==> src/hw/rtl/prqs_pkg.sv <==
// Shared types and constants for the priority ready queue scheduler.
package prqs_pkg;

	typedef enum logic [2:0] {
		MODE_ADD    = 3'd0,
		MODE_REMOVE = 3'd1,
		MODE_DELETE = 3'd2,
		MODE_CHANGE = 3'd3,
		MODE_QUERY  = 3'd4,
		MODE_INIT   = 3'd5
	} mode_t;

	localparam logic [1:0] STATUS_OK         = 2'd0;
	localparam logic [1:0] STATUS_NOT_QUEUED = 2'd1;
	localparam logic [1:0] STATUS_QUEUED     = 2'd2;

	localparam logic [1:0] COND_WAIT    = 2'd0;
	localparam logic [1:0] COND_READY   = 2'd1;
	localparam logic [1:0] COND_DORMANT = 2'd3;

	localparam int S_TDATA_W = 8;
	localparam int M_TDATA_W = 16;
	localparam int PADDR_W   = 3;

	localparam logic       REG_INIT_PRIO   = 1'b0;
	localparam logic [7:0] INIT_PRIO_RESET = 8'd233;

endpackage

==> src/hw/rtl/prqs_cfg_regs.sv <==
// Configuration register bank with an APB-style access port.
module prqs_cfg_regs
	import prqs_pkg::*;
(
	input  logic               clk,
	input  logic               arst_n,
	input  logic               psel,
	input  logic               penable,
	input  logic               pwrite,
	input  logic [PADDR_W-1:0] paddr,
	input  logic [31:0]        pwdata,
	output logic [31:0]        prdata,
	output logic               pready,
	output logic [7:0]         init_prio
);

	logic [7:0] init_prio_q;
	logic       wr_en;

	assign pready = 1'b1;
	assign wr_en  = psel & penable & pwrite & pready;

	always_ff @(posedge clk or negedge arst_n) begin
		if (!arst_n) begin
			init_prio_q <= INIT_PRIO_RESET;
		end else if (wr_en && paddr[2] == REG_INIT_PRIO) begin
			init_prio_q <= pwdata[7:0];
		end
	end

	assign prdata    = (paddr[2] == REG_INIT_PRIO) ? {24'd0, init_prio_q} : 32'd0;
	assign init_prio = init_prio_q;

endmodule

==> src/hw/rtl/priority_ready_queue_scheduler_unit.sv <==
// Top level: per-level FIFO ready queues of tasks, run by a small link sequencer.
//
//  channel  | dir | transfer when               | payload
//  ---------+-----+-----------------------------+------------------------------------------
//  s_axis   | in  | s_axis_tvalid & tready      | mode, task_id, new_priority
//  m_axis   | out | m_axis_tvalid & tready      | status, top_priority, head_task,
//           |     |                             | head_valid, task_state
//  apb      | in  | psel & penable & pwrite     | initial_priorities at word 0
//
//  One command at a time: decode, up to two link steps, a level scan of one level per
//  cycle, then the result register. Init appends every task in turn in place of the
//  link steps. The shared link unit does one append or one unlink per cycle.
//  s_axis_tready is high only when idle, which starts as the result is loaded; a full
//  output register holds the command in its last step. Reset empties every queue.
module priority_ready_queue_scheduler_unit
	import prqs_pkg::*;
#(
	parameter int NUM_TASKS  = 4,
	parameter int NUM_LEVELS = 4
) (
	input  logic                 clk,
	input  logic                 arst_n,
	input  logic                 s_axis_tvalid,
	output logic                 s_axis_tready,
	// [2:0] mode, [4:3] task_id, [6:5] new_priority, [7] zero
	input  logic [S_TDATA_W-1:0] s_axis_tdata,
	output logic                 m_axis_tvalid,
	input  logic                 m_axis_tready,
	// [1:0] status, [3:2] top_priority, [5:4] head_task, [6] head_valid,
	// [8:7] task_state, [15:9] zero
	output logic [M_TDATA_W-1:0] m_axis_tdata,
	input  logic                 psel,
	input  logic                 penable,
	input  logic                 pwrite,
	input  logic [PADDR_W-1:0]   paddr,
	input  logic [31:0]          pwdata,
	output logic [31:0]          prdata,
	output logic                 pready
);

	localparam int TW = $clog2(NUM_TASKS);
	localparam int LW = $clog2(NUM_TASKS + 1);
	localparam int VW = $clog2(NUM_LEVELS);
	localparam logic [LW-1:0] NONE     = LW'(NUM_TASKS);
	localparam logic [TW-1:0] LAST_TSK = TW'(NUM_TASKS - 1);
	localparam logic [VW-1:0] TOP_LVL  = VW'(NUM_LEVELS - 1);

	typedef enum logic [2:0] {
		ST_IDLE,
		ST_DECODE,
		ST_INIT_APP,
		ST_UNLINK,
		ST_APPEND,
		ST_SCAN,
		ST_DONE
	} state_t;

	state_t                 state_q;
	logic [2:0]             mode_q;
	logic [TW-1:0]          tsk_q;
	logic                   tsk_ok_q;
	logic [VW-1:0]          np_q;
	logic [VW-1:0]          app_lvl_q;
	logic [TW-1:0]          app_q;
	logic [VW-1:0]          scan_lvl_q;
	logic [1:0]             status_q;
	logic [VW-1:0]          top_q;
	logic [LW-1:0]          head_q;
	logic                   hv_q;
	logic                   m_tvalid_q;
	logic [M_TDATA_W-1:0]   m_tdata_q;

	logic [VW-1:0]          level_q  [NUM_TASKS];
	logic [1:0]             cond_q   [NUM_TASKS];
	logic [LW-1:0]          prev_q   [NUM_TASKS];
	logic [LW-1:0]          next_q   [NUM_TASKS];
	logic                   queued_q [NUM_TASKS];
	logic [LW-1:0]          qhead_q  [NUM_LEVELS];
	logic [LW-1:0]          qtail_q  [NUM_LEVELS];

	logic [7:0]             init_prio;
	logic [1:0]             init_raw;
	logic [VW-1:0]          init_lvl;
	logic [1:0]             in_np;
	logic [1:0]             in_tsk;
	logic [TW-1:0]          lk_tsk;
	logic [VW-1:0]          lk_lvl;
	logic [LW-1:0]          ap_last;
	logic                   ap_last_ok;
	logic [LW-1:0]          ul_prev;
	logic [LW-1:0]          ul_next;
	logic [LW-1:0]          scan_head;
	logic                   do_append;
	logic                   do_unlink;
	logic                   out_free;
	logic [1:0]             tstate;

	prqs_cfg_regs u_cfg (
		.clk       (clk),
		.arst_n    (arst_n),
		.psel      (psel),
		.penable   (penable),
		.pwrite    (pwrite),
		.paddr     (paddr),
		.pwdata    (pwdata),
		.prdata    (prdata),
		.pready    (pready),
		.init_prio (init_prio)
	);

	assign in_tsk = s_axis_tdata[4:3];
	assign in_np  = s_axis_tdata[6:5];

	assign init_raw = (32'(app_q) < 4) ? 2'(init_prio >> (32'(app_q) << 1)) : 2'd0;
	assign init_lvl = (32'(init_raw) >= NUM_LEVELS) ? TOP_LVL : VW'(init_raw);

	always_comb begin
		lk_tsk = tsk_q;
		lk_lvl = app_lvl_q;
		case (state_q)
			ST_INIT_APP: begin
				lk_tsk = app_q;
				lk_lvl = init_lvl;
			end
			ST_UNLINK: begin
				lk_lvl = level_q[tsk_q];
			end
			default: begin
				lk_lvl = app_lvl_q;
			end
		endcase
	end

	assign ap_last    = qtail_q[lk_lvl];
	assign ap_last_ok = ap_last < NONE;
	assign ul_prev    = prev_q[lk_tsk];
	assign ul_next    = next_q[lk_tsk];
	assign scan_head  = qhead_q[scan_lvl_q];
	assign do_append  = (state_q == ST_APPEND) || (state_q == ST_INIT_APP);
	assign do_unlink  = (state_q == ST_UNLINK);
	assign out_free   = !m_tvalid_q || m_axis_tready;
	assign tstate     = tsk_ok_q ? cond_q[tsk_q] : COND_WAIT;

	assign s_axis_tready = (state_q == ST_IDLE);
	assign m_axis_tvalid = m_tvalid_q;
	assign m_axis_tdata  = m_tdata_q;

	always_ff @(posedge clk or negedge arst_n) begin
		if (!arst_n) begin
			state_q    <= ST_IDLE;
			mode_q     <= MODE_QUERY;
			tsk_q      <= '0;
			tsk_ok_q   <= 1'b0;
			np_q       <= '0;
			app_lvl_q  <= '0;
			app_q      <= '0;
			scan_lvl_q <= TOP_LVL;
			status_q   <= STATUS_OK;
			top_q      <= '0;
			head_q     <= '0;
			hv_q       <= 1'b0;
			m_tvalid_q <= 1'b0;
			m_tdata_q  <= '0;
			for (int i = 0; i < NUM_TASKS; i++) begin
				level_q[i]  <= '0;
				cond_q[i]   <= COND_WAIT;
				prev_q[i]   <= NONE;
				next_q[i]   <= NONE;
				queued_q[i] <= 1'b0;
			end
			for (int i = 0; i < NUM_LEVELS; i++) begin
				qhead_q[i] <= NONE;
				qtail_q[i] <= NONE;
			end
		end else begin
			if (state_q == ST_DONE && out_free) begin
				m_tvalid_q <= 1'b1;
			end else if (m_tvalid_q && m_axis_tready) begin
				m_tvalid_q <= 1'b0;
			end
			case (state_q)
				ST_IDLE: begin
					if (s_axis_tvalid) begin
						mode_q   <= s_axis_tdata[2:0];
						tsk_q    <= TW'(in_tsk);
						tsk_ok_q <= 32'(in_tsk) < NUM_TASKS;
						np_q     <= (32'(in_np) >= NUM_LEVELS) ? TOP_LVL : VW'(in_np);
						status_q <= STATUS_OK;
						state_q  <= ST_DECODE;
					end
				end
				ST_DECODE: begin
					scan_lvl_q <= TOP_LVL;
					case (mode_q)
						MODE_INIT: begin
							for (int i = 0; i < NUM_TASKS; i++) begin
								prev_q[i]   <= NONE;
								next_q[i]   <= NONE;
								queued_q[i] <= 1'b0;
							end
							for (int i = 0; i < NUM_LEVELS; i++) begin
								qhead_q[i] <= NONE;
								qtail_q[i] <= NONE;
							end
							app_q   <= '0;
							state_q <= ST_INIT_APP;
						end
						MODE_ADD: begin
							if (tsk_ok_q && !queued_q[tsk_q]) begin
								app_lvl_q <= level_q[tsk_q];
								state_q   <= ST_APPEND;
							end else begin
								if (tsk_ok_q) begin
									status_q <= STATUS_QUEUED;
								end
								state_q <= ST_SCAN;
							end
						end
						MODE_REMOVE, MODE_DELETE: begin
							if (tsk_ok_q && mode_q == MODE_DELETE) begin
								cond_q[tsk_q] <= COND_DORMANT;
							end
							if (tsk_ok_q && queued_q[tsk_q]) begin
								state_q <= ST_UNLINK;
							end else begin
								if (tsk_ok_q) begin
									status_q <= STATUS_NOT_QUEUED;
								end
								state_q <= ST_SCAN;
							end
						end
						MODE_CHANGE: begin
							if (tsk_ok_q && queued_q[tsk_q]) begin
								state_q <= ST_UNLINK;
							end else if (tsk_ok_q) begin
								level_q[tsk_q] <= np_q;
								app_lvl_q      <= np_q;
								state_q        <= ST_APPEND;
							end else begin
								state_q <= ST_SCAN;
							end
						end
						default: begin
							state_q <= ST_SCAN;
						end
					endcase
				end
				ST_INIT_APP: begin
					level_q[app_q] <= init_lvl;
					cond_q[app_q]  <= COND_READY;
					if (app_q == LAST_TSK) begin
						state_q <= ST_SCAN;
					end else begin
						app_q <= app_q + 1'b1;
					end
				end
				ST_UNLINK: begin
					if (mode_q == MODE_CHANGE) begin
						level_q[tsk_q] <= np_q;
						app_lvl_q      <= np_q;
						state_q        <= ST_APPEND;
					end else begin
						state_q <= ST_SCAN;
					end
				end
				ST_APPEND: begin
					state_q <= ST_SCAN;
				end
				ST_SCAN: begin
					if (scan_head < NONE) begin
						top_q   <= scan_lvl_q;
						head_q  <= scan_head;
						hv_q    <= 1'b1;
						state_q <= ST_DONE;
					end else if (scan_lvl_q == VW'(1)) begin
						top_q   <= '0;
						head_q  <= '0;
						hv_q    <= 1'b0;
						state_q <= ST_DONE;
					end else begin
						scan_lvl_q <= scan_lvl_q - 1'b1;
					end
				end
				ST_DONE: begin
					if (out_free) begin
						m_tdata_q <= {7'd0, tstate, hv_q, 2'(head_q), 2'(top_q), status_q};
						state_q   <= ST_IDLE;
					end
				end
				default: begin
					state_q <= ST_IDLE;
				end
			endcase

			if (do_append) begin
				prev_q[lk_tsk]   <= ap_last;
				next_q[lk_tsk]   <= NONE;
				queued_q[lk_tsk] <= 1'b1;
				if (ap_last_ok) begin
					next_q[ap_last[TW-1:0]] <= LW'(lk_tsk);
				end else begin
					qhead_q[lk_lvl] <= LW'(lk_tsk);
				end
				qtail_q[lk_lvl] <= LW'(lk_tsk);
			end

			if (do_unlink) begin
				if (ul_prev < NONE) begin
					next_q[ul_prev[TW-1:0]] <= ul_next;
				end else begin
					qhead_q[lk_lvl] <= ul_next;
				end
				if (ul_next < NONE) begin
					prev_q[ul_next[TW-1:0]] <= ul_prev;
				end else begin
					qtail_q[lk_lvl] <= ul_prev;
				end
				prev_q[lk_tsk]   <= NONE;
				next_q[lk_tsk]   <= NONE;
				queued_q[lk_tsk] <= 1'b0;
			end
		end
	end

endmodule

==> config.mk <==
export PLATFORM = sky130hd
export DESIGN_NAME = priority_ready_queue_scheduler_unit
export DESIGN_NICKNAME = d
export VERILOG_FILES = /design/src/hw/rtl/prqs_pkg.sv /design/src/hw/rtl/prqs_cfg_regs.sv /design/src/hw/rtl/priority_ready_queue_scheduler_unit.sv
export SDC_FILE = /design/constraint.sdc
export NUM_CORES = 1
export LEC_CHECK = 0
export BUFFER_PORTS_ARGS = -buffer_cell sky130_fd_sc_hd__buf_2
export CAP_MARGIN = 10
export CELL_PAD_IN_SITES_DETAIL_PLACEMENT = 1
export CELL_PAD_IN_SITES_GLOBAL_PLACEMENT = 1
export CORE_MARGIN = 1
export CORE_UTILIZATION = 39
export CTS_CLUSTER_DIAMETER = 120
export CTS_CLUSTER_SIZE = 40
export DETAILED_ROUTE_END_ITERATION = 10
export PLACE_DENSITY = 0.86
export SLEW_MARGIN = 20
export SYNTH_ARGS = -nofsm -noshare
export SYNTH_HDL_FRONTEND = slang
export SYNTH_SLANG_ARGS = --single-unit
==> constraint.sdc <==
create_clock -name clk -period 2.44 [get_ports clk]
set_input_delay 0.244 -clock clk [delete_from_list [all_inputs] [get_ports clk]]
set_output_delay 0.244 -clock clk [all_outputs]
set_load 0.005 [all_outputs]
After elaboration in Yosys (flattened, before gate mapping)

Cells that the tools add are included.

Register bits: 110
Input bits: 50
Output and inout bits: 51

$add $sub $neg: 2
Order comparisons: 19
Equal/unequal tests: 35
Shift-type cells: 1
Multiplexer cells: 126
Bitwise operators: 25
Reduce and logical (&&, ||, !) cells: 37

Operator list:

| kind                                                                   | number |
|---|---|
| 12-bit two-way mux                                                     | 24 |
| 12-bit bitwise mux                                                     | 8 |
| 3-bit two-way mux                                                      | 20 |
| 8-bit two-way mux                                                      | 7 |
| 2-bit two-way mux                                                      | 25 |
| 3-bit demux with 2-bit select                                          | 5 |
| 2-bit one-hot mux with 2 select lines                                  | 7 |
| 8-bit AND                                                              | 3 |
| 3-bit binary-select mux with 2-bit select                              | 4 |
| 3-bit greater-or-equal comparator (second input constant)              | 8 |
| 3-bit != test (second input constant)                                  | 8 |
| 2-bit inverter with 3-bit output                                       | 8 |
| 8-bit one-hot mux with 3 select lines                                  | 1 |
| 3-bit by 1-bit < comparator with 1-bit output (second input constant)  | 7 |
| 3-bit one-hot mux with 7 select lines                                  | 1 |
| 4-bit bitwise OR                                                       | 5 |
| 2-bit != test (second input constant)                                  | 9 |
| 8-bit bitwise mux                                                      | 2 |
| 4-bit two-way mux                                                      | 4 |
| 8-bit one-hot mux with 2 select lines                                  | 1 |
| 1-bit logical AND                                                      | 13 |
| 3-bit by 2-bit equality test with 1-bit output (second input constant) | 4 |
| 3-bit equality test (second input constant)                            | 4 |
| 3-bit < comparator (second input constant)                             | 4 |
| other kinds (33)                                                       | 63 |

Longest topological paths before layout

Gate-level depths: netlist of run 1.

Depth in word-level cells: 22
Depth in mapped cells: 11
Depth with buffers taken out: 8

Cells and area by module

A second synthesis of run 1 with hierarchy kept.

Cells, all modules: 692
Area total of the unflattened synthesis: 6522.5 um2

Modules (own cells, without submodules):

| module                              | times used | cells an instance | area an instance (um2) | sequential area each (um2) |
|---|---|---|---|---|
| priority_ready_queue_scheduler_unit | 1          | 640               | 5936.9                 | 2576.2 |
| prqs_cfg_regs                       | 1          | 52                | 585.6                  | 206.4 |

Least setup slack after synthesis of run 1

OpenSTA, ideal clock, no wires.

Path type: flip-flop to flip-flop
From: register state_q[0]
To: register prev_q[4] in the netlist's numbering
Arrival: 2.472 ns
Required time: 2.320 ns
Slack: -0.153 ns
Stages on the path, launching flop included: 11
Path buffers: 4
Period minus slack after synthesis: 2.593 ns
Cell sequence: dfrtp_1 -> buf_6 -> or3b_1 -> buf_6 -> a21oi_2 -> buf_6 -> mux2i_1 -> mux2i_1 -> or4_1 -> buf_2 -> o211a_1

Longest elaborated chain between the ends: 16
Elaborated cells on any way between the ends: 39
Those cells by class: order compare: 5; eq/ne: 4; mux: 22; bitwise: 5; reduce/logical: 3

RTL lines:

| element                                                                                                                         | line                                                                                   | RTL |
|---|---|---|
| start, declared                                                                                                                 | priority_ready_queue_scheduler_unit.sv:58                                              | `state_t state_q;` |
| start signal, assigned                                                                                                          | priority_ready_queue_scheduler_unit.sv:150                                             | `state_q <= ST_IDLE;` |
| start signal, assigned                                                                                                          | priority_ready_queue_scheduler_unit.sv:189                                             | `state_q <= ST_DECODE;` |
| start signal, assigned                                                                                                          | priority_ready_queue_scheduler_unit.sv:206                                             | `state_q <= ST_INIT_APP;` |
| 3-bit by 2-bit equality test with 1-bit output                                                                                  | priority_ready_queue_scheduler_unit.sv:120, priority_ready_queue_scheduler_unit.sv:139 |  |
| 2-bit two-way mux                                                                                                               | priority_ready_queue_scheduler_unit.sv:120                                             | `case (state_q)` |
| 2-bit inverter with 3-bit output (implied by the code)                                                                          | n/a                                                                                    |  |
| 3-bit binary-select mux with 2-bit select                                                                                       | priority_ready_queue_scheduler_unit.sv:137                                             | `assign ul_next = next_q[lk_tsk];` |
| 3-bit two-way mux (implied by the code) (2 in series)                                                                           | priority_ready_queue_scheduler_unit.sv:137                                             |  |
| 2-bit inverter with 3-bit output (implied by the code)                                                                          | priority_ready_queue_scheduler_unit.sv:314                                             | `prev_q[ul_next[TW-1:0]] <= ul_prev;` |
| 3-bit greater-or-equal comparator (implied by the code) / 3-bit by 1-bit < comparator with 1-bit output (equally long branches) | priority_ready_queue_scheduler_unit.sv:314                                             |  |
| 1-bit logical AND (implied by the code)                                                                                         | priority_ready_queue_scheduler_unit.sv:314                                             |  |
| 3-bit two-way mux (implied by the code)                                                                                         | priority_ready_queue_scheduler_unit.sv:314                                             |  |
| 3-bit demux with 2-bit select                                                                                                   | priority_ready_queue_scheduler_unit.sv:314                                             |  |
| 12-bit bitwise mux                                                                                                              | priority_ready_queue_scheduler_unit.sv:314                                             |  |
| 12-bit two-way mux                                                                                                              | priority_ready_queue_scheduler_unit.sv:313                                             | `if (ul_next < NONE) begin` |
| 12-bit two-way mux                                                                                                              | priority_ready_queue_scheduler_unit.sv:307                                             | `if (do_unlink) begin` |
| 8-bit AND (no line)                                                                                                             | n/a                                                                                    |  |
| 12-bit two-way mux (*)                                                                                                          | priority_ready_queue_scheduler_unit.sv:307                                             |  |
| end signal, assigned by index                                                                                                   | priority_ready_queue_scheduler_unit.sv:296                                             | `prev_q[lk_tsk] <= ap_last;` |
| end signal, assigned by index                                                                                                   | priority_ready_queue_scheduler_unit.sv:314                                             |  |
| end, declared                                                                                                                   | priority_ready_queue_scheduler_unit.sv:75                                              | `logic [LW-1:0] prev_q [NUM_TASKS];` |

Every way passes the cells marked *; elsewhere a longest branch is shown, timed or not. The select of a mux whose other input is x is not followed.
A chain may end at the register's enable or synchronous reset.

Final worst setup path of run 1

From: register state_q[0]
To: register next_q[3] in the netlist's numbering

Longest elaborated chain between the ends: 19
Elaborated cells on any way between the ends: 48
Those cells by class: order compare: 8; eq/ne: 4; mux: 25; bitwise: 7; reduce/logical: 4

RTL lines:

| element                                                                                                                         | line                                                                                                                               | RTL |
|---|---|---|
| 3-bit by 2-bit equality test with 1-bit output (on tied branches)                                                               | priority_ready_queue_scheduler_unit.sv:120, priority_ready_queue_scheduler_unit.sv:140, priority_ready_queue_scheduler_unit.sv:139 |  |
| 2-bit one-hot mux with 2 select lines                                                                                           | priority_ready_queue_scheduler_unit.sv:120                                                                                         |  |
| 2-bit inverter with 3-bit output (implied by the code)                                                                          | priority_ready_queue_scheduler_unit.sv:134                                                                                         | `assign ap_last = qtail_q[lk_lvl];` |
| 3-bit binary-select mux with 2-bit select                                                                                       | priority_ready_queue_scheduler_unit.sv:134                                                                                         |  |
| 3-bit two-way mux (implied by the code) (2 in series)                                                                           | priority_ready_queue_scheduler_unit.sv:134                                                                                         |  |
| 2-bit inverter with 3-bit output (implied by the code)                                                                          | priority_ready_queue_scheduler_unit.sv:300                                                                                         | `next_q[ap_last[TW-1:0]] <= LW'(lk_tsk);` |
| 3-bit greater-or-equal comparator (implied by the code) / 3-bit by 1-bit < comparator with 1-bit output (equally long branches) | priority_ready_queue_scheduler_unit.sv:300                                                                                         |  |
| 1-bit logical AND (implied by the code)                                                                                         | priority_ready_queue_scheduler_unit.sv:300                                                                                         |  |
| (+2 left out)                                                                                                                   | n/a                                                                                                                                |  |
| 12-bit bitwise mux                                                                                                              | priority_ready_queue_scheduler_unit.sv:300                                                                                         |  |
| 12-bit two-way mux                                                                                                              | priority_ready_queue_scheduler_unit.sv:299                                                                                         | `if (ap_last_ok) begin` |
| 12-bit two-way mux                                                                                                              | priority_ready_queue_scheduler_unit.sv:295                                                                                         | `if (do_append) begin` |
| 12-bit bitwise mux                                                                                                              | priority_ready_queue_scheduler_unit.sv:309                                                                                         | `next_q[ul_prev[TW-1:0]] <= ul_next;` |
| 12-bit two-way mux                                                                                                              | priority_ready_queue_scheduler_unit.sv:308                                                                                         | `if (ul_prev < NONE) begin` |
| 12-bit two-way mux                                                                                                              | priority_ready_queue_scheduler_unit.sv:307                                                                                         |  |
| 8-bit AND (no line)                                                                                                             | n/a                                                                                                                                |  |
| 12-bit two-way mux (*)                                                                                                          | priority_ready_queue_scheduler_unit.sv:307                                                                                         |  |
| end signal, assigned by index                                                                                                   | priority_ready_queue_scheduler_unit.sv:300                                                                                         |  |
| end signal, assigned by index                                                                                                   | priority_ready_queue_scheduler_unit.sv:309                                                                                         |  |
| end, declared                                                                                                                   | priority_ready_queue_scheduler_unit.sv:76                                                                                          | `logic [LW-1:0] next_q [NUM_TASKS];` |

Marked as above.

==> results of run 1 <==
-- metrics by stage --
stage	setup slack (ns)	std cells	area [um2]
2_1_floorplan	-0.1010	736	7086
3_3_place_gp	-0.2602	1060	8088
3_5_place_dp	-0.4859	1060	8088
4_1_cts	-0.1463	1099	9021
5_1_grt	-0.6142	1131	9747
6_report	-0.6187	1134	9754
-- state kept, by name (all words and copies together), names as in the netlist, 2 cells and up --
name,cells
top_q,2
cond_q,8
app_lvl_q,2
m_axis_tdata,9
status_q,2
app_q,2
queued_q,4
qtail_q,12
mode_q,3
u_cfg.init_prio,8
scan_lvl_q,2
level_q,8
prev_q,12
qhead_q,12
np_q,2
next_q,12
tsk_q,2
state_q,3
head_q,2
-- power by group through the flow --
stage / Sequential [uW] / Clock (uW) / Combinational (uW)
final: 3590 / 1620 / 10900
after global placement: 3310 / 0 / 6830
after detailed placement: 3400 / 0 / 7170
after floorplan: 3050 / 0 / 4460
after global routing: 3620 / 1680 / 11200
after CTS: 3460 / 1590 / 8460
-- worst register-to-register path, stage by stage (launching register included) --
cell	delay, ns
sky130_fd_sc_hd__dfrtp_2	0.48
sky130_fd_sc_hd__nor3b_4	0.35
sky130_fd_sc_hd__buf_6	0.21
sky130_fd_sc_hd__mux2i_4	0.39
sky130_fd_sc_hd__buf_4	0.19
sky130_fd_sc_hd__a211oi_4	0.05
sky130_fd_sc_hd__a21o_1	0.25
sky130_fd_sc_hd__o41ai_4	0.52
sky130_fd_sc_hd__buf_4	0.23
sky130_fd_sc_hd__a311o_1	0.14
sky130_fd_sc_hd__o221ai_1	0.11
-- final timing paths --
kind | cells after the start | endpoint | slack, ns | from
worst min register to register | 1 | cond_q[2] | 0.49 | cond_q[2]
worst min-delay path | 2 | mode_q[2] | 0.09 | s_axis_tdata[2]
worst max register to register | 10 | next_q[3] | -0.62 | state_q[0]
min in group asynchronous | 2 | u_cfg.init_prio[4] | 0.23 | arst_n
max in group asynchronous | 3 | state_q[1] | 1.30 | arst_n
worst max-delay path | 10 | next_q[3] | -0.62 | state_q[0]
-- cell type report --
type | count | area share, %
Clock inverter | 7 | 0.7953
Antenna cell | 4 | 0.1026
Clock buffer | 9 | 2.309
Tap cell | 225 | 2.886
Sequential cell | 110 | 28.59
Inverter | 16 | 0.6414
Timing Repair Buffer | 228 | 19.25
Multi-Input combinational cell | 535 | 45.42
-- metal layers --
metal / share of wire [%] / global-route usage (%) / wire (um) / vias up
li1: - / - / - / 2955
met1: 35 / 36.54 / 12260 / 3738
met2: 47 / 55.87 / 16450 / 592
met3: 9.0 / 8.455 / 3149 / 252
met4: 8.7 / 22.35 / 3044 / 2
met5: 0.037 / 0 / 13 / -
-- logic make-up after synthesis --
kind of cell    count (synthesis)  share of synthesized area [%]
xor+xnor                        1                         0.1265
fa+ha+maj                       5                         0.9035
flops                         110                          40.19
mux                            53                          10.21
buf+inv                        91                          8.457
other cells                     2                         0.1085
simple gates                  237                          18.72
compound gates                207                          21.29
-- cell usage in the layout (no fill, tap or decap), types with 7 or more instances in the layout --
cell and n:
sky130_fd_sc_hd__dfstp_2 24, sky130_fd_sc_hd__nand3_1 34, sky130_fd_sc_hd__o211ai_1 15, sky130_fd_sc_hd__conb_1 32, sky130_fd_sc_hd__dfrtp_1 81, sky130_fd_sc_hd__a31oi_1 7
sky130_fd_sc_hd__mux2i_1 8, sky130_fd_sc_hd__a211oi_2 10, sky130_fd_sc_hd__nor2_1 35, sky130_fd_sc_hd__inv_1 15, sky130_fd_sc_hd__clkbuf_16 10, sky130_fd_sc_hd__a21oi_2 7
sky130_fd_sc_hd__buf_4 140, sky130_fd_sc_hd__o21ai_0 30, sky130_fd_sc_hd__a21oi_1 27, sky130_fd_sc_hd__mux2i_4 9, sky130_fd_sc_hd__nand2_1 54, sky130_fd_sc_hd__or2_2 8
sky130_fd_sc_hd__buf_6 35, sky130_fd_sc_hd__buf_2 41, sky130_fd_sc_hd__nor3_1 14, sky130_fd_sc_hd__mux4_2 8, sky130_fd_sc_hd__a211oi_4 7, sky130_fd_sc_hd__mux2_2 23
sky130_fd_sc_hd__a32oi_1 8, sky130_fd_sc_hd__nor2b_1 11
-- timing repair --
| item | 4_1_cts | 5_1_grt |
|---|---|---|
| endpoints found under the hold margin | 45 | 0 |
| gates resized for setup | 98 | 97 |
| gates cloned | 1 | 2 |
| pin swaps | 47 | 39 |
| hold buffers | 1 | 0 |
| endpoints found under the setup margin | 54 | 60 |
| setup buffers | 24 | 34 |
==> reports/qor.yml, run 1 <==
place:
  detailed_placement_wirelength_estimate_um: 17130
  portBuffers: 41
  gp_congestion: 0.9112
logic_synthesis:
  netlist_area_um2: 6924
  synthesis.yosys.warnings: 0
  avgSynthCellArea_um2: 9.808
  yosysSeqAreaShare_pct: 40.19
  number_of_synthesized_flops_with_an_enable_pin: 0
  ys_types: 88
  synth.top_cells.by_count: "86 x sky130_fd_sc_hd__dfrtp_1, 59 x sky130_fd_sc_hd__nand2_1, 43 x sky130_fd_sc_hd__nor2_1"
  synth.area.top_cells: "sky130_fd_sc_hd__dfrtp_1 31%, sky130_fd_sc_hd__dfstp_2 9.1%, sky130_fd_sc_hd__mux2_2 4.1%, sky130_fd_sc_hd__buf_4 3.6%, sky130_fd_sc_hd__nand2_1 3.2%"
  synthesis.instances: 706
  synth.top_cell.area_share_pct: 31.08
  postSynthRegisterBits: 110
  async_flop_share_pct: 100.0
  synth_ff_type: "sky130_fd_sc_hd__dfrtp_1"
  most_frequent_cell_after_synthesis: "sky130_fd_sc_hd__dfrtp_1"
  synthDominantAreaCellType: "sky130_fd_sc_hd__dfrtp_1"
layout:
  filler_cell_count: 1855
  area_of_the_multi_input_gates_um2: 4431
  seq_area_um2: 2789
  nNetsFinal: 955
  syn_to_final_growth_pct: 40.87
  drive_gt1_share_pct: 48.40
  final_util_pct: 56.39
grt:
  antenna_found_initial: 3
  pin_count_of_the_biggest_net_entering_global_routing: 60
  globalRoute.totalOverflow: 0
  number_of_global_route_vias_before_repair: 7666
  globalRouteTotalUtil_pct: 33.05
  grt_pass1_wl_um: 44930
detailed_routing:
  drt_pre_antenna_iters: 6
  finalWirelength_um: 34920
  viasPerCell: 6.648
  wl_per_cell_um: 30.79
  detail-route-antenna-nets: 0
  detailedRoute.firstIterationViolations: 795
  drc: 0
  num_vias: 7539
critical_path:
  worst_path_most_repeated_cell: "sky130_fd_sc_hd__buf_4"
  timing.critical_path.arrival_ns: 3.31
  timing.critical_path.from_type: "flip-flop"
  path_buf_inv: 3
  critical_path.max_fanout: 5
  top_cell_family_by_delay_on_the_critical_path: "compound AO/OA/AOI/OAI gates"
  cp_slowest_stage_delay_ns: 0.52
  timing.critical_path.to_type: "flip-flop"
  criticalPathCategory: "reg2reg"
  cp_cell_sequence: "nor3b_4 -> buf_6 -> mux2i_4 -> buf_4 -> a211oi_4 -> a21o_1 -> o41ai_4 -> buf_4 -> a311o_1 -> o221ai_1"
  worst_path_max_delay_cell: "sky130_fd_sc_hd__o41ai_4"
  worst_ep_required_time_ns: 2.69
floorplanning:
  coreArea_um2: 17300
  die_ar_um2: 18290
  chipHeight_um: 135.2
  die_width_um: 135.2
  fp-row-count: 48
  start_util_pct: 40.03
  num_io_pins: 101
sta:
  period_share_pct: 125.4
  maxClockFrequency_mhz: 326.9
  timing.final.setup_violations: 53
  totalNegativeSetupSlack_ns: -19.23
  final_max_slew_viol_count: 0
  post-route-worst-setup-slack_ns: -0.6187
  min_period_ns: 3.059
  timing.max_slew.rel_slack_pct: 36.35
  fin_hold_ws_ns: 0.09421
  setup_repair_after_global_routing_missed_its_margin: "true"
  finalHoldViolations: 0
  worst_margin_slew_ns: 0.9475
  fin_worst_skew_ns: 0.01202
power_and_ir_drop:
  p_per_area_nw_per_um2: 1651
  seqPwrFrac_pct: 22.3
  p_switching_uw: 7856
  internal_power_uw: 8253
  p_leak_uw: 0.004154
  share_clk_of_total_power_pct: 10.0
  comb_power_share_pct: 67.7
  switching_share_of_total_power_pct: 48.77
  ir_drop_uv: 663.7
  overall_power_uw: 16110
cts:
  tritoncts_num_sinks: 110
  clk_transition_reported_paths_ns: 0.09
  buffer_depth_of_the_longest_clock_path: 2
  clock_latency_ns: 0.38
  number_of_clock_buffers_inserted_by_tritoncts: 9
  clockRootBuffer: "sky130_fd_sc_hd__clkbuf_16"
  clock_tree_from_tritoncts: "built"
  htree_num_levels: 3
outcome:
  outcome: "finished, violations left"
  violations_in_the_final_reports: "setup timing"
worst_hold_path:
  hold_class: "in2reg"
run:
  maxCapViolations: 0
Note: power is estimated with default switching activity, not from simulation.
==> inputs of run 2 (changes only) <==
- SETUP_SLACK_MARGIN: default -> 0.3
==> reports/qor.yml, run 2 (synthesized netlist as in run 1, its figures left out) <==
cts:
  clock_latency_ns: 0.39
  clockRootBuffer: "sky130_fd_sc_hd__clkbuf_16"
  number_of_clock_buffers_inserted_by_tritoncts: 9
  buffer_depth_of_the_longest_clock_path: 2
  tritoncts_num_sinks: 110
  clock_tree_from_tritoncts: "built"
  clk_transition_reported_paths_ns: 0.09
  htree_num_levels: 3
critical_path:
  critical_path.max_fanout: 5
  worst_r2r_startpoint: "state_q[0]"
  r2r_cells: 9
  reg2reg_slack_ns: -0.65
  timing.critical_path.to_type: "flip-flop"
  path_buf_inv: 2
  cp_cell_sequence: "or3b_4 -> buf_4 -> o22a_4 -> nand2_2 -> a21oi_2 -> or2_4 -> buf_4 -> o211ai_1 -> o211ai_1"
  worst_path_max_delay_cell: "sky130_fd_sc_hd__o211ai_1"
  timing.critical_path.from_type: "flip-flop"
  cp_slowest_stage_delay_ns: 0.61
  worst_ep_required_time_ns: 2.70
  timing.critical_path.arrival_ns: 3.35
  criticalPathCategory: "reg2reg"
  crit-reg2reg-capture: "prev_q[5]"
  top_cell_family_by_delay_on_the_critical_path: "compound AO/OA/AOI/OAI gates"
place:
  detailed_placement_wirelength_estimate_um: 17010
  gp_congestion: 0.8809
  place_worst_setup_slack_ns: -0.2863
  portBuffers: 41
grt:
  globalRoute.totalOverflow: 0
  grt_pass1_wl_um: 46980
  antenna_found_initial: 0
  number_of_global_route_vias_before_repair: 7833
  globalRouteTotalUtil_pct: 34.57
  pin_count_of_the_biggest_net_entering_global_routing: 49
sta:
  post-route-worst-setup-slack_ns: -0.6517
  timing.final.setup_violations: 53
  worst_margin_slew_ns: 0.7446
  final_max_slew_viol_count: 0
  fin_worst_skew_ns: 0.01130
  totalNegativeSetupSlack_ns: -15.06
  setup_repair_after_global_routing_missed_its_margin: "true"
  fin_hold_ws_ns: 0.07982
  min_period_ns: 3.092
  timing.max_slew.rel_slack_pct: 50.14
  period_share_pct: 126.7
  finalHoldViolations: 0
  maxClockFrequency_mhz: 323.4
worst_hold_path:
  min_delay_path_depth: 3
  hold_class: "in2reg"
  hold_path_startpoint: "s_axis_tdata[3]"
  min_delay_worst_endpoint: "tsk_q[0]"
power_and_ir_drop:
  switching_share_of_total_power_pct: 48.65
  p_per_area_nw_per_um2: 1666
  p_leak_uw: 0.004263
  p_switching_uw: 8019
  comb_power_share_pct: 68.3
  ir_drop_uv: 730.5
  share_clk_of_total_power_pct: 10.2
  internal_power_uw: 8463
  seqPwrFrac_pct: 21.6
detailed_routing:
  detailroute.wirelength.met2_um: 17000
  wl_per_cell_um: 30.90
  detail-route-antenna-nets: 0
  drc: 0
  drt_pre_antenna_iters: 5
  num_vias: 7736
  routed_length_on_met3_um: 2958
  finalWirelength_um: 35350
  dr.max_layer_used: "met4"
  viasPerCell: 6.762
  wirelength_met1_um: 12320
  detailedRoute.firstIterationViolations: 869
floorplanning:
  num_io_pins: 101
  coreArea_um2: 17300
  die_width_um: 135.2
  start_util_pct: 40.03
  fp-row-count: 48
  chipHeight_um: 135.2
  die_ar_um2: 18290
outcome:
  violations_in_the_final_reports: "setup timing"
  outcome: "finished, violations left"
layout:
  nNetsFinal: 969
  drive_gt1_share_pct: 51.47
  final_util_pct: 57.20
  syn_to_final_growth_pct: 42.88
  mostFrequentLayoutCells: "157 x sky130_fd_sc_hd__buf_4, 81 x sky130_fd_sc_hd__dfrtp_1, 44 x sky130_fd_sc_hd__nand2_1, 40 x sky130_fd_sc_hd__buf_2, 34 x sky130_fd_sc_hd__nand3_1"
  final_common_cell: "sky130_fd_sc_hd__buf_4"
  antenna-diode-count: 0
run:
  maxCapViolations: 0
run 2: changes by cell type in the layout (fill, tap and decap cells not counted), moves of 8 or more:
cell / change
sky130_fd_sc_hd__buf_4: +17
sky130_fd_sc_hd__o21ai_0: -11
sky130_fd_sc_hd__nand2_1: -10
sky130_fd_sc_hd__a211oi_1: +8
sky130_fd_sc_hd__o21ai_1: +8
run 2: cell type report:
class	count	area [um2]
repair buffers	242	1991
flip-flops and latches	110	2789
multi-input cells	535	4453
clock inverters	7	90.09
fillers	1882	7403
well taps	225	281.5
clock buffers	9	225.2
inverters	16	63.81
run 2: worst max path at each step:
stage                     from  depth (start not counted)  slack (ns)        end
global route          tsk_q[0]                          8       -0.69  prev_q[5]
detailed placement  state_q[2]                          7       -0.29  prev_q[5]
floorplan           state_q[2]                         10       -0.10  prev_q[4]
global placement    state_q[2]                          6       -0.22  prev_q[4]
finish              state_q[0]                          9       -0.65  prev_q[5]
CTS                 state_q[1]                         10       -0.18  prev_q[5]
run 2: tightest hold or removal path, stage by stage:
cell and delay (ns):
sky130_fd_sc_hd__buf_2 0.07, sky130_fd_sc_hd__nand2_1 0.04, sky130_fd_sc_hd__o21ai_0 0.08
run 2: what timing repair did:
action	in CTS	in global routing
pin swaps	28	42
hold endpoints to repair	33	0
endpoints found under the setup margin	65	75
cloned	1	0
buffers inserted	32	35
gates resized for setup	96	105
hold buffers	1	0
run 2: metrics by stage:
| stage | total power (uW) | cells | instance area (um2) |
|---|---|---|---|
| 5_1_grt | 16880 | 1144 | 9893 |
| 3_5_place_dp | 10830 | 1059 | 8208 |
| 4_1_cts | 13970 | 1109 | 9248 |
| 6_report | 16480 | 1144 | 9893 |
| 3_3_place_gp | 10420 | 1059 | 8208 |
| 2_1_floorplan | 7680 | 736 | 7179 |
run 2: power by group through the flow:
stage,clock network (uW),registers [uW],logic (uW)
2_1_floorplan,0,3050,4630
3_3_place_gp,0,3270,7150
3_5_place_dp,0,3350,7490
5_1_grt,1750,3580,11500
6_report,1670,3550,11300
4_1_cts,1640,3390,8940
run 2: metal layers:
layer | vias up | GRT usage (%)
met5 | - | 0
met4 | 0 | 24.28
met3 | 272 | 8.006
met2 | 597 | 59.72
met1 | 3878 | 37.36
li1 | 2989 | -
==> inputs of run 3 (changes only) <==
- ABC_AREA: default -> 1
- CELL_PAD_IN_SITES_GLOBAL_PLACEMENT: 1 -> 2
- CORE_UTILIZATION: 39 -> 29
- PLACE_DENSITY: 0.86 -> 0.88
==> reports/qor.yml, run 3 <==
outcome:
  outcome: "complete, no violations"
floorplanning:
  chipHeight_um: 155.9
  coreArea_um2: 22920
  num_io_pins: 101
  start_util_pct: 29.99
  die_width_um: 155.9
  fp-row-count: 55
  die_ar_um2: 24310
power_and_ir_drop:
  p_leak_uw: 0.004564
  p_per_area_nw_per_um2: 1559
  overall_power_uw: 14770
  ir_drop_uv: 501.2
logic_synthesis:
  synth.area.top_cells: "sky130_fd_sc_hd__dfrtp_1 31%, sky130_fd_sc_hd__nand2_1 13%, sky130_fd_sc_hd__dfstp_2 9.2%, sky130_fd_sc_hd__nor2_1 6.9%, sky130_fd_sc_hd__inv_1 5.6%"
  most_frequent_cell_after_synthesis: "sky130_fd_sc_hd__nand2_1"
  yosysSeqAreaShare_pct: 40.50
  number_of_synthesized_flops_with_an_enable_pin: 0
  synth_ff_type: "sky130_fd_sc_hd__dfrtp_1"
  netlist_area_um2: 6872
  synth_top_family_by_area: "simple AND/OR/NAND/NOR gates"
  synth-xor-area-share_pct: 0
  synthesized_area_fraction_occupied_by_ao_oa_aoi_and_oai_cells_pct: 15.09
  share_of_cell_area_taken_by_muxes_after_synthesis_pct: 0.8194
  async_flop_share_pct: 100.0
  synth.top_cells.by_count: "246 x sky130_fd_sc_hd__nand2_1, 126 x sky130_fd_sc_hd__nor2_1, 103 x sky130_fd_sc_hd__inv_1"
  avgSynthCellArea_um2: 7.136
  synth.top_cell.area_share_pct: 31.32
  ys_types: 50
  post_synth_and_or_nand_nor_area_fraction_pct: 30.86
  synthesis.yosys.warnings: 0
  synthDominantAreaCellType: "sky130_fd_sc_hd__dfrtp_1"
  synthesis.instances: 963
  postSynthRegisterBits: 110
  synthAdderAreaFrac_pct: 0.9104
place:
  gp_congestion: 0.8555
  portBuffers: 41
  detailed_placement_wirelength_estimate_um: 16770
sta:
  worst_margin_slew_ns: 0.7435
  maxClockFrequency_mhz: 424.4
  timing.max_slew.rel_slack_pct: 50.43
  period_share_pct: 96.57
  min_period_ns: 2.356
  final_max_slew_viol_count: 0
  timing.final.setup_violations: 0
  finalHoldViolations: 0
  fin_worst_skew_ns: 0.01303
  totalNegativeSetupSlack_ns: 0
  setup_repair_after_global_routing_missed_its_margin: "true"
critical_path:
  r2r_cells: 14
  reg2reg_slack_ns: 0.08
  worst_ep_required_time_ns: 2.73
  timing.critical_path.arrival_ns: 2.65
  timing.critical_path.to_type: "flip-flop"
  critical_path.max_fanout: 5
  worst_r2r_startpoint: "state_q[2]"
  timing.critical_path.from_type: "flip-flop"
  criticalPathCategory: "reg2reg"
  crit-reg2reg-capture: "prev_q[0]"
grt:
  pin_count_of_the_biggest_net_entering_global_routing: 50
  grt_pass1_wl_um: 37920
  globalRouteTotalUtil_pct: 19.93
  globalRoute.totalOverflow: 0
  antenna_found_initial: 0
  number_of_global_route_vias_before_repair: 7243
cts:
  tritoncts_num_sinks: 110
  buffer_depth_of_the_longest_clock_path: 2
  clockRootBuffer: "sky130_fd_sc_hd__clkbuf_16"
  clock_latency_ns: 0.37
  number_of_clock_buffers_inserted_by_tritoncts: 9
  clock_tree_from_tritoncts: "built"
  clk_transition_reported_paths_ns: 0.08
  htree_num_levels: 3
detailed_routing:
  wl_per_cell_um: 16.96
  dr.max_layer_used: "met4"
  detailroute.wirelength.met2_um: 12170
  finalWirelength_um: 24650
  num_vias: 7119
  routed_length_on_met3_um: 777
  drt_pre_antenna_iters: 4
  detail-route-antenna-nets: 0
  drc: 0
  detailedRoute.firstIterationViolations: 399
  wirelength_met1_um: 11110
  viasPerCell: 4.896
layout:
  nNetsFinal: 1191
  drive_gt1_share_pct: 35.41
  seq_area_um2: 2785
  final_common_cell: "sky130_fd_sc_hd__nand2_1"
  area_of_the_multi_input_gates_um2: 4083
  antenna-diode-count: 0
  mostFrequentLayoutCells: "205 x sky130_fd_sc_hd__nand2_1, 105 x sky130_fd_sc_hd__buf_4, 97 x sky130_fd_sc_hd__nor2_1, 93 x sky130_fd_sc_hd__inv_1, 84 x sky130_fd_sc_hd__dfrtp_1"
  filler_cell_count: 2798
  syn_to_final_growth_pct: 37.86
worst_hold_path:
  min_delay_path_depth: 3
  min_delay_worst_endpoint: "u_cfg.init_prio[6]"
  hold_path_startpoint: "pwdata[6]"
  hold_class: "in2reg"
run:
  maxCapViolations: 0
-- run 3: cell count changes after synthesis, moves of 15 or more --
cell | previous run | this run
sky130_fd_sc_hd__a211oi_1 | 17 | 1
sky130_fd_sc_hd__a21oi_1 | 36 | 55
sky130_fd_sc_hd__nand2_1 | 59 | 246
sky130_fd_sc_hd__mux2i_1 | 17 | 0
sky130_fd_sc_hd__inv_1 | 16 | 103
sky130_fd_sc_hd__mux2_2 | 25 | 5
sky130_fd_sc_hd__o21ai_0 | 39 | 67
sky130_fd_sc_hd__nor2_1 | 43 | 126
sky130_fd_sc_hd__o21ai_1 | 1 | 16
-- run 3: critical path, cell delays in order (launching register included) --
cell,delay (ns)
sky130_fd_sc_hd__dfrtp_1,0.41
sky130_fd_sc_hd__buf_6,0.13
sky130_fd_sc_hd__nor2_4,0.12
sky130_fd_sc_hd__nand2_4,0.10
sky130_fd_sc_hd__o21ai_4,0.27
sky130_fd_sc_hd__buf_6,0.17
sky130_fd_sc_hd__nor2_4,0.05
sky130_fd_sc_hd__inv_2,0.10
sky130_fd_sc_hd__nor2_2,0.07
sky130_fd_sc_hd__nor2_2,0.13
sky130_fd_sc_hd__nand2_2,0.13
sky130_fd_sc_hd__nor2_2,0.20
sky130_fd_sc_hd__nand2_2,0.15
sky130_fd_sc_hd__and3_1,0.18
sky130_fd_sc_hd__nor2_1,0.08
-- run 3: what timing repair did --
| action | in CTS | in global routing |
|---|---|---|
| hold buffers | 1 | 0 |
| pin swaps | 31 | 55 |
| gates resized for setup | 108 | 136 |
| buffers inserted | 26 | 37 |
| hold endpoints to repair | 30 | 0 |
| gates cloned | 0 | 1 |
| setup endpoints to repair | 55 | 57 |
-- run 3: area by class of cell --
class / count / share of cell area [%]
clock buffer: 11 / 2.562
inverter: 121 / 5.112
clock inverter: 5 / 0.4095
timing repair buffer: 182 / 15.28
sequential: 110 / 29.40
multi-input combinational: 712 / 43.10
tap: 313 / 4.134
-- run 3: metrics by stage --
step           utilization (%)  worst slack (ns)  cell area [um2]  instances  hold WS, ns
3_5_place_dp             34.17           0.02248             7831       1373       0.3537
4_1_cts                  37.88            0.1637             8680       1416      0.09220
3_3_place_gp             34.17           0.07947             7831       1373       0.3450
2_1_floorplan                -            0.3040             6984        993     -0.05159
6_report                 41.34           0.08371             9473       1454       0.1031
5_1_grt                  41.34          -0.02316             9473       1454       0.1049
-- run 3: layer usage --
metal	up-vias	GRT usage (%)
met3	46	1.944
met2	163	33.89
met4	0	6.536
met5	-	0
li1	3399	-
met1	3511	26.44
-- run 3: cells by family after synthesis --
kind of cell | count (synthesis)
other cells | 2
compound gates | 185
fa+ha+maj | 5
mux | 5
buf+inv | 171
flops | 110
simple gates | 485
-- run 3: how the worst max path moves through the flow --
stage / start / endpoint / slack (ns) / depth (start not counted)
floorplan: state_q[2] / qhead_q[0] / 0.30 / 19
global placement: tsk_q[0] / level_q[2] / 0.08 / 9
detailed placement: state_q[2] / next_q[10] / 0.02 / 16
CTS: state_q[2] / qhead_q[0] / 0.16 / 18
global route: state_q[2] / prev_q[0] / -0.02 / 14
finish: state_q[2] / prev_q[0] / 0.08 / 14
-- run 3: where the power goes --
group / internal (uW) / switching (uW) / total (uW) / leakage [uW]
clock: 734 / 754 / 1490 / 0.000137
combinational: 4130 / 5910 / 10000 / 0.00313
sequential: 2700 / 541 / 3240 / 0.00130
